### config.mk
export PLATFORM = sky130hd
export DESIGN_NAME = byte_budget_lru_directory
export DESIGN_NICKNAME = d
export VERILOG_FILES = /design/src/hdl/bbld_pkg.sv /design/src/hdl/bbld_cell.sv /design/src/hdl/byte_budget_lru_directory.sv
export VERILOG_INCLUDE_DIRS = /design/src /design/src/hdl
export SDC_FILE = /design/constraint.sdc
export NUM_CORES = 2
export LEC_CHECK = 0
export BUFFER_PORTS_ARGS = -buffer_cell sky130_fd_sc_hd__buf_2
export CAP_MARGIN = 20
export CORE_MARGIN = 2
export CORE_UTILIZATION = 45
export CTS_CLUSTER_DIAMETER = 80
export DETAILED_ROUTE_END_ITERATION = 16
export GPL_ROUTABILITY_DRIVEN = 1
export PLACE_DENSITY = 0.7
export SLEW_MARGIN = 20
export SYNTH_ARGS = -nofsm -noshare
export SYNTH_HDL_FRONTEND = slang
export SYNTH_SLANG_ARGS = --single-unit
### constraint.sdc
create_clock -name clk -period 40.8 [get_ports clk]
set_input_delay 6.12 -clock clk [delete_from_list [all_inputs] [get_ports clk]]
set_output_delay 6.12 -clock clk [all_outputs]
set_load 0.02 [all_outputs]
### src/hdl/byte_budget_lru_directory_assert.svh
// assertion macros for the lru directory module
// no dependencies
`ifndef BYTE_BUDGET_LRU_DIRECTORY_ASSERT_SVH
`define BYTE_BUDGET_LRU_DIRECTORY_ASSERT_SVH

// implication checked every cycle outside reset
`define BBLD_ASSERT_IMP(label, ante, cons, msg) \
  label: assert property (@(posedge clk) disable iff (rst) (ante) |-> (cons)) \
    else $error(msg);

// implication whose consequent is checked in the next cycle
`define BBLD_ASSERT_NEXT(label, ante, cons, msg) \
  label: assert property (@(posedge clk) disable iff (rst) (ante) |=> (cons)) \
    else $error(msg);

`endif

### src/hdl/bbld_pkg.sv
// package for the byte budget lru directory: commands, status codes, register indexes
// no dependencies
package bbld_pkg;

  localparam logic [1:0] CMD_GET = 2'd0;
  localparam logic [1:0] CMD_PUT = 2'd1;

  localparam logic [2:0] ST_HIT      = 3'd0;
  localparam logic [2:0] ST_MISS     = 3'd1;
  localparam logic [2:0] ST_INSERTED = 3'd2;
  localparam logic [2:0] ST_UPDATED  = 3'd3;
  localparam logic [2:0] ST_REJECTED = 3'd4;
  // status field of an eviction notice
  localparam logic [2:0] ST_NOTICE   = 3'd0;

  // result kind, carried on tuser
  localparam logic KIND_FINAL = 1'b0;
  localparam logic KIND_EVICT = 1'b1;

  localparam logic REG_BUDGET = 1'b0;
  localparam logic REG_MAX    = 1'b1;

  localparam int SIZE_BITS = 24;

  // command from the sequencer to the cell chain
  typedef struct packed {
    logic match_en;   // latch per-cell hit flag against bus key
    logic promote;    // cells younger than bus rank age by one, hit cell to zero
    logic write_size; // hit cell takes bus size
    logic evict;      // cell of oldest rank drops out
    logic insert;     // valid cells age by one, first free cell takes bus
  } bbld_ctl_t;

endpackage

### src/hdl/bbld_cell.sv
// one directory cell: key, size, valid bit and recency rank
// depends on bbld_pkg
module bbld_cell
  import bbld_pkg::*;
#(
  parameter int KEY_BITS  = 64,
  parameter int RANK_BITS = 4
) (
  input  logic                  clk,
  input  logic                  rst,
  input  bbld_ctl_t             ctl,
  input  logic [KEY_BITS-1:0]   bus_key,
  input  logic [SIZE_BITS-1:0]  bus_size,
  input  logic [RANK_BITS-1:0]  bus_rank,
  input  logic [RANK_BITS-1:0]  oldest_rank,
  input  logic                  free_in,   // some earlier cell is free
  output logic                  free_out,
  output logic                  hit,
  output logic                  valid,
  output logic [KEY_BITS-1:0]   key,
  output logic [SIZE_BITS-1:0]  size,
  output logic [RANK_BITS-1:0]  rank
);

  logic take;

  // free chain runs through the row, first free cell takes an insert
  assign free_out = free_in | ~valid;
  assign take     = ~valid & ~free_in;

  // control state
  always_ff @(posedge clk) begin
    if (rst) begin
      valid <= 1'b0;
      rank  <= '0;
      hit   <= 1'b0;
    end else begin
      if (ctl.match_en) hit <= valid && key == bus_key;
      if (ctl.promote && valid) begin
        if (hit) rank <= '0;
        else if (rank < bus_rank) rank <= rank + 1'b1;
      end
      if (ctl.evict && valid && rank == oldest_rank) valid <= 1'b0;
      if (ctl.insert) begin
        if (valid) rank <= rank + 1'b1;
        else if (take) begin
          valid <= 1'b1;
          rank  <= '0;
        end
      end
    end
  end

  // payload
  always_ff @(posedge clk) begin
    if ((ctl.insert && take) || (ctl.write_size && hit && valid)) size <= bus_size;
    if (ctl.insert && take) key <= bus_key;
  end

endmodule

### src/hdl/byte_budget_lru_directory.sv
// Byte budget LRU directory. One request is taken at a time. A get, a statistics
// read, an update or a rejected put runs from accept through a match state, where
// every cell compares the key, and a decide state, which reduces the hit and
// decides, to a final state that loads the result into the output register. A put
// of a new key passes an evict state first, which emits an eviction notice via the
// emit state or inserts; evict and final wait while the output register is full.
// The cells compare and re-rank in parallel; the oldest entry is found by the rank
// that equals the live count minus one. Depends on bbld_pkg and bbld_cell.
`include "byte_budget_lru_directory_assert.svh"
module byte_budget_lru_directory
  import bbld_pkg::*;
#(
  parameter int ENTRIES  = 16,
  parameter int KEY_BITS = 64
) (
  input  logic         clk,
  input  logic         rst,
  input  logic         s_axis_tvalid,
  output logic         s_axis_tready,
  // cmd[1:0], key[65:2], entry_bytes[89:66], zero pad
  input  logic [95:0]  s_axis_tdata,
  output logic         m_axis_tvalid,
  input  logic         m_axis_tready,
  // status[2:0], hit_bytes[26:3], evicted_key[90:27], evicted_bytes[114:91],
  // live_entries[119:115], used_bytes[151:120]
  output logic [151:0] m_axis_tdata,
  // kind[0]
  output logic         m_axis_tuser,
  output logic         m_axis_tlast,
  input  logic         cfg_we,
  input  logic         cfg_index,
  input  logic [31:0]  cfg_data
);

  localparam int RANK_BITS = (ENTRIES > 1) ? $clog2(ENTRIES) : 1;
  localparam int CNT_BITS  = $clog2(ENTRIES + 1);

  typedef enum logic [2:0] {S_IDLE, S_MATCH, S_DECIDE, S_EVICT, S_EMIT, S_FINAL} state_t;

  state_t state;
  logic [31:0] budget;
  logic [SIZE_BITS-1:0] max_bytes;
  logic [1:0] cmd;
  logic [KEY_BITS-1:0] req_key;
  logic [SIZE_BITS-1:0] req_size;
  logic [32:0] total;
  logic [CNT_BITS-1:0] count;
  logic [2:0] fin_status;
  logic [SIZE_BITS-1:0] fin_hit;

  bbld_ctl_t ctl, ctl_next;
  logic [ENTRIES-1:0] hit_v, valid_v;
  logic [ENTRIES:0] free_c;
  logic [KEY_BITS-1:0] key_v [ENTRIES];
  logic [SIZE_BITS-1:0] size_v [ENTRIES];
  logic [RANK_BITS-1:0] rank_v [ENTRIES];
  logic [RANK_BITS-1:0] oldest_rank, hit_rank;
  logic [SIZE_BITS-1:0] hit_size, old_size;
  logic [KEY_BITS-1:0] old_key;
  logic any_hit;

  // cell row
  assign free_c[0] = 1'b0;
  for (genvar g = 0; g < ENTRIES; g++) begin : g_cell
    bbld_cell #(.KEY_BITS(KEY_BITS), .RANK_BITS(RANK_BITS)) u_cell (
      .clk, .rst, .ctl, .bus_key(req_key), .bus_size(req_size), .bus_rank(hit_rank),
      .oldest_rank, .free_in(free_c[g]), .free_out(free_c[g+1]), .hit(hit_v[g]),
      .valid(valid_v[g]), .key(key_v[g]), .size(size_v[g]), .rank(rank_v[g]));
  end

  assign oldest_rank = RANK_BITS'(count - 1'b1);

  // select hit cell and oldest cell (one-hot selects)
  always_comb begin
    hit_size = '0; hit_rank = '0; old_key = '0; old_size = '0;
    for (int i = 0; i < ENTRIES; i++) begin
      if (hit_v[i] && valid_v[i]) begin
        hit_size = hit_size | size_v[i];
        hit_rank = hit_rank | rank_v[i];
      end
      if (valid_v[i] && rank_v[i] == oldest_rank) begin
        old_key  = old_key | key_v[i];
        old_size = old_size | size_v[i];
      end
    end
  end
  assign any_hit = |(hit_v & valid_v);

  logic need_evict;
  logic put_ok;
  logic [32:0] ev_total;
  logic [31:0] used_now, used_ev;

  assign need_evict = count != 0 &&
    ((total + 33'(req_size) > {1'b0, budget}) || count >= CNT_BITS'(ENTRIES));
  assign put_ok = req_size != '0 && req_size <= max_bytes && 32'(req_size) <= budget;

  // byte totals for the result fields, saturating
  assign ev_total = total - 33'(old_size);
  assign used_now = total[32] ? 32'hFFFFFFFF : total[31:0];
  assign used_ev  = ev_total[32] ? 32'hFFFFFFFF : ev_total[31:0];

  assign s_axis_tready = state == S_IDLE;

  // cell commands for the next cycle
  always_comb begin
    ctl_next = '0;
    case (state)
      S_IDLE: ctl_next.match_en = s_axis_tvalid;
      S_DECIDE: begin
        if (cmd == CMD_GET) begin
          ctl_next.promote = any_hit;
        end else if (cmd == CMD_PUT && put_ok && any_hit) begin
          ctl_next.promote    = 1'b1;
          ctl_next.write_size = 1'b1;
        end
      end
      S_EVICT: if (!m_axis_tvalid) begin
        ctl_next.evict  = need_evict;
        ctl_next.insert = ~need_evict;
      end
      default: ctl_next = '0;
    endcase
  end

  // sequencer and output register
  always_ff @(posedge clk) begin
    if (rst) begin
      ctl <= '0;
      state <= S_IDLE;
      budget <= 32'd10485760;
      max_bytes <= 24'd1048576;
      total <= '0;
      count <= '0;
      m_axis_tvalid <= 1'b0;
    end else begin
      ctl <= ctl_next;
      if (cfg_we) begin
        if (cfg_index == REG_BUDGET) budget <= cfg_data;
        else max_bytes <= cfg_data[SIZE_BITS-1:0];
      end
      if (m_axis_tvalid && m_axis_tready) m_axis_tvalid <= 1'b0;
      case (state)
        S_IDLE: if (s_axis_tvalid) begin
          cmd      <= s_axis_tdata[1:0];
          req_key  <= s_axis_tdata[2 +: KEY_BITS];
          req_size <= s_axis_tdata[66 +: SIZE_BITS];
          state    <= S_MATCH;
        end
        S_MATCH: state <= S_DECIDE;
        S_DECIDE: begin
          if (cmd == CMD_GET) begin
            fin_status <= any_hit ? ST_HIT : ST_MISS;
            fin_hit    <= any_hit ? hit_size : '0;
            state      <= S_FINAL;
          end else if (cmd != CMD_PUT) begin
            fin_status <= ST_HIT;
            fin_hit    <= '0;
            state      <= S_FINAL;
          end else if (!put_ok) begin
            fin_status <= ST_REJECTED;
            fin_hit    <= '0;
            state      <= S_FINAL;
          end else if (any_hit) begin
            fin_status <= ST_UPDATED;
            fin_hit    <= '0;
            total      <= total - 33'(hit_size) + 33'(req_size);
            state      <= S_FINAL;
          end else begin
            fin_status <= ST_INSERTED;
            fin_hit    <= '0;
            state      <= S_EVICT;
          end
        end
        S_EVICT: if (!m_axis_tvalid) begin
          if (need_evict) begin
            m_axis_tdata <= {used_ev, 5'(count - 1'b1), old_size, 64'(old_key),
                             24'd0, ST_NOTICE};
            m_axis_tuser <= KIND_EVICT;
            m_axis_tlast <= 1'b0;
            m_axis_tvalid <= 1'b1;
            total <= ev_total;
            state <= S_EMIT;
          end else begin
            total <= total + 33'(req_size);
            count <= count + 1'b1;
            state <= S_FINAL;
          end
        end
        // cell drops out this cycle against the rank of the old count
        S_EMIT: begin
          count <= count - 1'b1;
          state <= S_EVICT;
        end
        S_FINAL: if (!m_axis_tvalid) begin
          m_axis_tdata <= {used_now, 5'(count), 24'd0, 64'd0, fin_hit, fin_status};
          m_axis_tuser <= KIND_FINAL;
          m_axis_tlast <= 1'b1;
          m_axis_tvalid <= 1'b1;
          state <= S_IDLE;
        end
        default: state <= S_IDLE;
      endcase
    end
  end

  `BBLD_ASSERT_IMP(a_count_bound, 1'b1, count <= CNT_BITS'(ENTRIES), "count above depth")
  `BBLD_ASSERT_IMP(a_live_matches, state == S_IDLE, $countones(valid_v) == 32'(count),
                   "valid bits disagree with count")
  `BBLD_ASSERT_IMP(a_one_hit, 1'b1, $onehot0(hit_v & valid_v), "key held twice")
  `BBLD_ASSERT_NEXT(a_evict_drops, ctl.evict, $countones(valid_v) == 32'(count),
                    "eviction did not drop one cell")

endmodule

==> impl_metrics.json <==
{
  "status": "finished, final reports clean",
  "finalSetupViolations": 0,
  "synth_most_common_cell": "edfxtp_1",
  "total_power_mw": 4.60,
  "synth_edf_count": 1679,
  "pin_count": 290,
  "clk_path_buf_depth": 3,
  "hold_viol": 0,
  "syn2layout_area_growth_pct": 14.1,
  "antenna_found_initial": 48,
  "grt_pass1_wl_mm": 678,
  "cp-start-kind": "flip-flop",
  "crit_fanout": 53,
  "rsz0062_at_grt": "no",
  "endpoint_kind": "flip-flop",
  "ir_drop_mv": 0.0476,
  "core_area_um2": 206000,
  "avgRoutedWirePerCell_um": 48.3,
  "cp_data_arrival_time_ns": 9.31,
  "synth_compound_area_frac": 0.169,
  "synthArstFlopShare": 0,
  "htreeDepth": 4,
  "drc": 0,
  "design.final.nets": 8242,
  "row_count": 167,
  "period_needed_ns": 8.80,
  "gp_congestion": 1.12,
  "synth_common_cells": "edfxtp_1, xnor2_1, xor2_1",
  "start_util": 0.451,
  "synthXorXnorAreaFrac": 0.0837,
  "worstPathRequired_ns": 41.31,
  "clkLatencyLatePin_ns": 0.90,
  "fp.dieH_um": 459,
  "drive_above_1_share": 0.132,
  "routed_wl_mm": 520,
  "hold_path_class": "reg2reg",
  "postCtsHoldBufs": 0,
  "cts_tree": "built",
  "synth_cell_types": 90,
  "syn_area_um2": 93200,
  "finalCritPeriodShare": 0.216,
  "critical_path_class": "reg2reg",
  "whs_ns": 0.455,
  "synth.area.mux_share": 0.00419,
  "path_clk_slew_ns": 0.06,
  "routed_via_density": 7.22,
  "ys_seq_area_frac": 0.584,
  "synth_top_area_cell": "edfxtp_1",
  "track_usage": 0.485,
  "syn_avg_cell_area_um2": 12.4,
  "p_per_area_nw_per_um2": 43.3,
  "num_vias": 77682,
  "ys_warn_count": 0,
  "syn_nets": 7914,
  "synthAdderAreaFrac": 0.0385,
  "cts_sinks": 1878,
  "worst_pin_slew_ns": 1.45,
  "synth_simple_gate_area_share": 0.0871,
  "port_buffers": 283,
  "fp.dieW_um": 459,
  "fmax_mhz": 114,
  "antenna_left": 0,
  "slew_violations": 0,
  "synth.top_cell.area_share": 0.541,
  "ys.flop_type": "edfxtp_1",
  "firstDrtPassIters": 7,
  "grt_max_degree": 74,
  "maxCapViolations": 0,
  "clock-root-buffer": "clkbuf_16",
  "first_global_vias": 70826,
  "ys_top_cells_by_area": "edfxtp_1, xnor2_1, dfxtp_1, xor2_1, ha_1",
  "finClkSkew_ns": 0.0699,
  "finish.utilization": 0.515,
  "globalRouteOverflowTotal": 0,
  "relSlewSlack": 0.0265,
  "netlist_instances": 7509,
  "p_leak_nw": 36.1,
  "postCtsSetupRepairBufs": 0,
  "ctsResizeCount": 0,
  "numCtsBuffers": 208,
  "drt-initial-drc-count": 13574,
  "dp_hpwl_mm": 371,
  "fill_cells": 17892,
  "synth_top_family_by_area": "compound AO/OA/AOI/OAI gates",
  "synth_seq_cells": 1878,
  "tns_ns": 0,
  "dieArea_um2": 211000
}
[final timing paths]
check,start,endpoint,slack (ns),cells past startpoint
worst min register to register,max_bytes[15],max_bytes[15],0.46,2
worst max register to register,req_size[6],m_axis_tdata[73],32.00,21
worst min-delay path,max_bytes[15],max_bytes[15],0.46,2
worst max-delay path,req_size[6],m_axis_tdata[73],32.00,21
[worst max-delay path: stages (launching register included)]
cell and delay, ns:
edfxtp_1 0.97, ha_1 0.45, a2111oi_0 0.39, o21ai_0 0.24, and3_1 0.25, o21ai_0 0.56, a21oi_1 0.27, o311ai_0 0.61
xnor2_1 0.19, ha_1 0.34, nand4_1 0.38, nor4_1 0.60, inv_1 0.13, a311oi_1 0.22, o21ai_0 0.39, nor2b_1 0.28
buf_4 0.19, nand2_4 0.09, nor2_4 0.08, a2111oi_2 0.44, buf_4 0.35, buf_4 0.67
[cells in the final DEF (no fill, tap or decap), types with 40 or more instances in the layout]
cell / instances
edfxtp_1: 1679
xnor2_1: 483
xor2_1: 388
a22oi_1: 358
a22o_1: 342
a221oi_1: 342
nand2_1: 320
inv_1: 309
buf_4: 295
buf_2: 282
a21oi_1: 245
ha_1: 245
nor2_1: 225
clkbuf_16: 209
nand4_1: 200
dfxtp_1: 198
nand3_1: 181
and3_1: 146
o21ai_0: 143
nor4_1: 141
o22ai_1: 112
a31oi_1: 97
a21o_1: 60
o21a_1: 58
nor2b_1: 57
clkinv_1: 56
nor3_1: 50
o2bb2ai_1: 46
diode_2: 41
nand2b_1: 40
[cell type report]
type	count	area, µm²	share of cell area
flip-flops and latches	1878	54400	0.512
multi-input cells	4829	36300	0.341
clock buffers	241	5370	0.0505
repair buffers	598	3940	0.0370
well taps	2704	3380	0.0318
clock inverters	144	1680	0.0158
inverters	322	1210	0.0114
diodes	41	103	0.000965
[logic make-up (layout without fill, tap and decap cells)]
| kind of cell | after synthesis | in the layout |
|---|---|---|
| multiplexers | 37 | 37 |
| other | 0 | 41 |
| buffers and inverters | 802 | 1305 |
| AO/OA/AOI/OAI | 2092 | 2092 |
| flip-flops | 1878 | 1878 |
| XOR/XNOR | 890 | 890 |
| adder cells (fa/ha/maj) | 271 | 271 |
| AND/OR/NAND/NOR | 1539 | 1539 |
[registers in the layout, summed over array words and instances (netlist names)]
register and count:
count 5, g_cell.u_cell.valid 16, m_axis_tuser 1, ctl 5, m_axis_tdata 152, fin_status 3, g_cell.u_cell.hit 16, req_key 64
state 3, budget 32, g_cell.u_cell.size 384, m_axis_tvalid 1, g_cell.u_cell.rank 64, fin_hit 24, max_bytes 24, g_cell.u_cell.key 1024
req_size 24, total 33, m_axis_tlast 1, cmd 2
[metal layers]
layer | wire length, µm | GRT usage
met5 | 129 | 0
met4 | 60500 | 0.448
met3 | 65800 | 0.167
met2 | 222000 | 0.708
met1 | 172000 | 0.559
[where the power goes]
part | internal, mW | switching, mW | total [mW]
registers | 2.12 | 0.0204 | 2.14
logic | 0.137 | 0.338 | 0.476
clock network | 1.13 | 0.860 | 1.99
total | 3.38 | 1.22 | 4.60
[stage by stage]
step	worst slack, ns	std cells	area [µm²]
6_report	32.00	10757	106000
5_1_grt	31.75	10723	106000
4_1_cts	32.12	10698	106000
3_5_place_dp	32.11	10313	98800
3_3_place_gp	32.23	10312	98700
2_1_floorplan	8.96	7509	93200
Note: power is estimated with default switching activity, not from simulation.
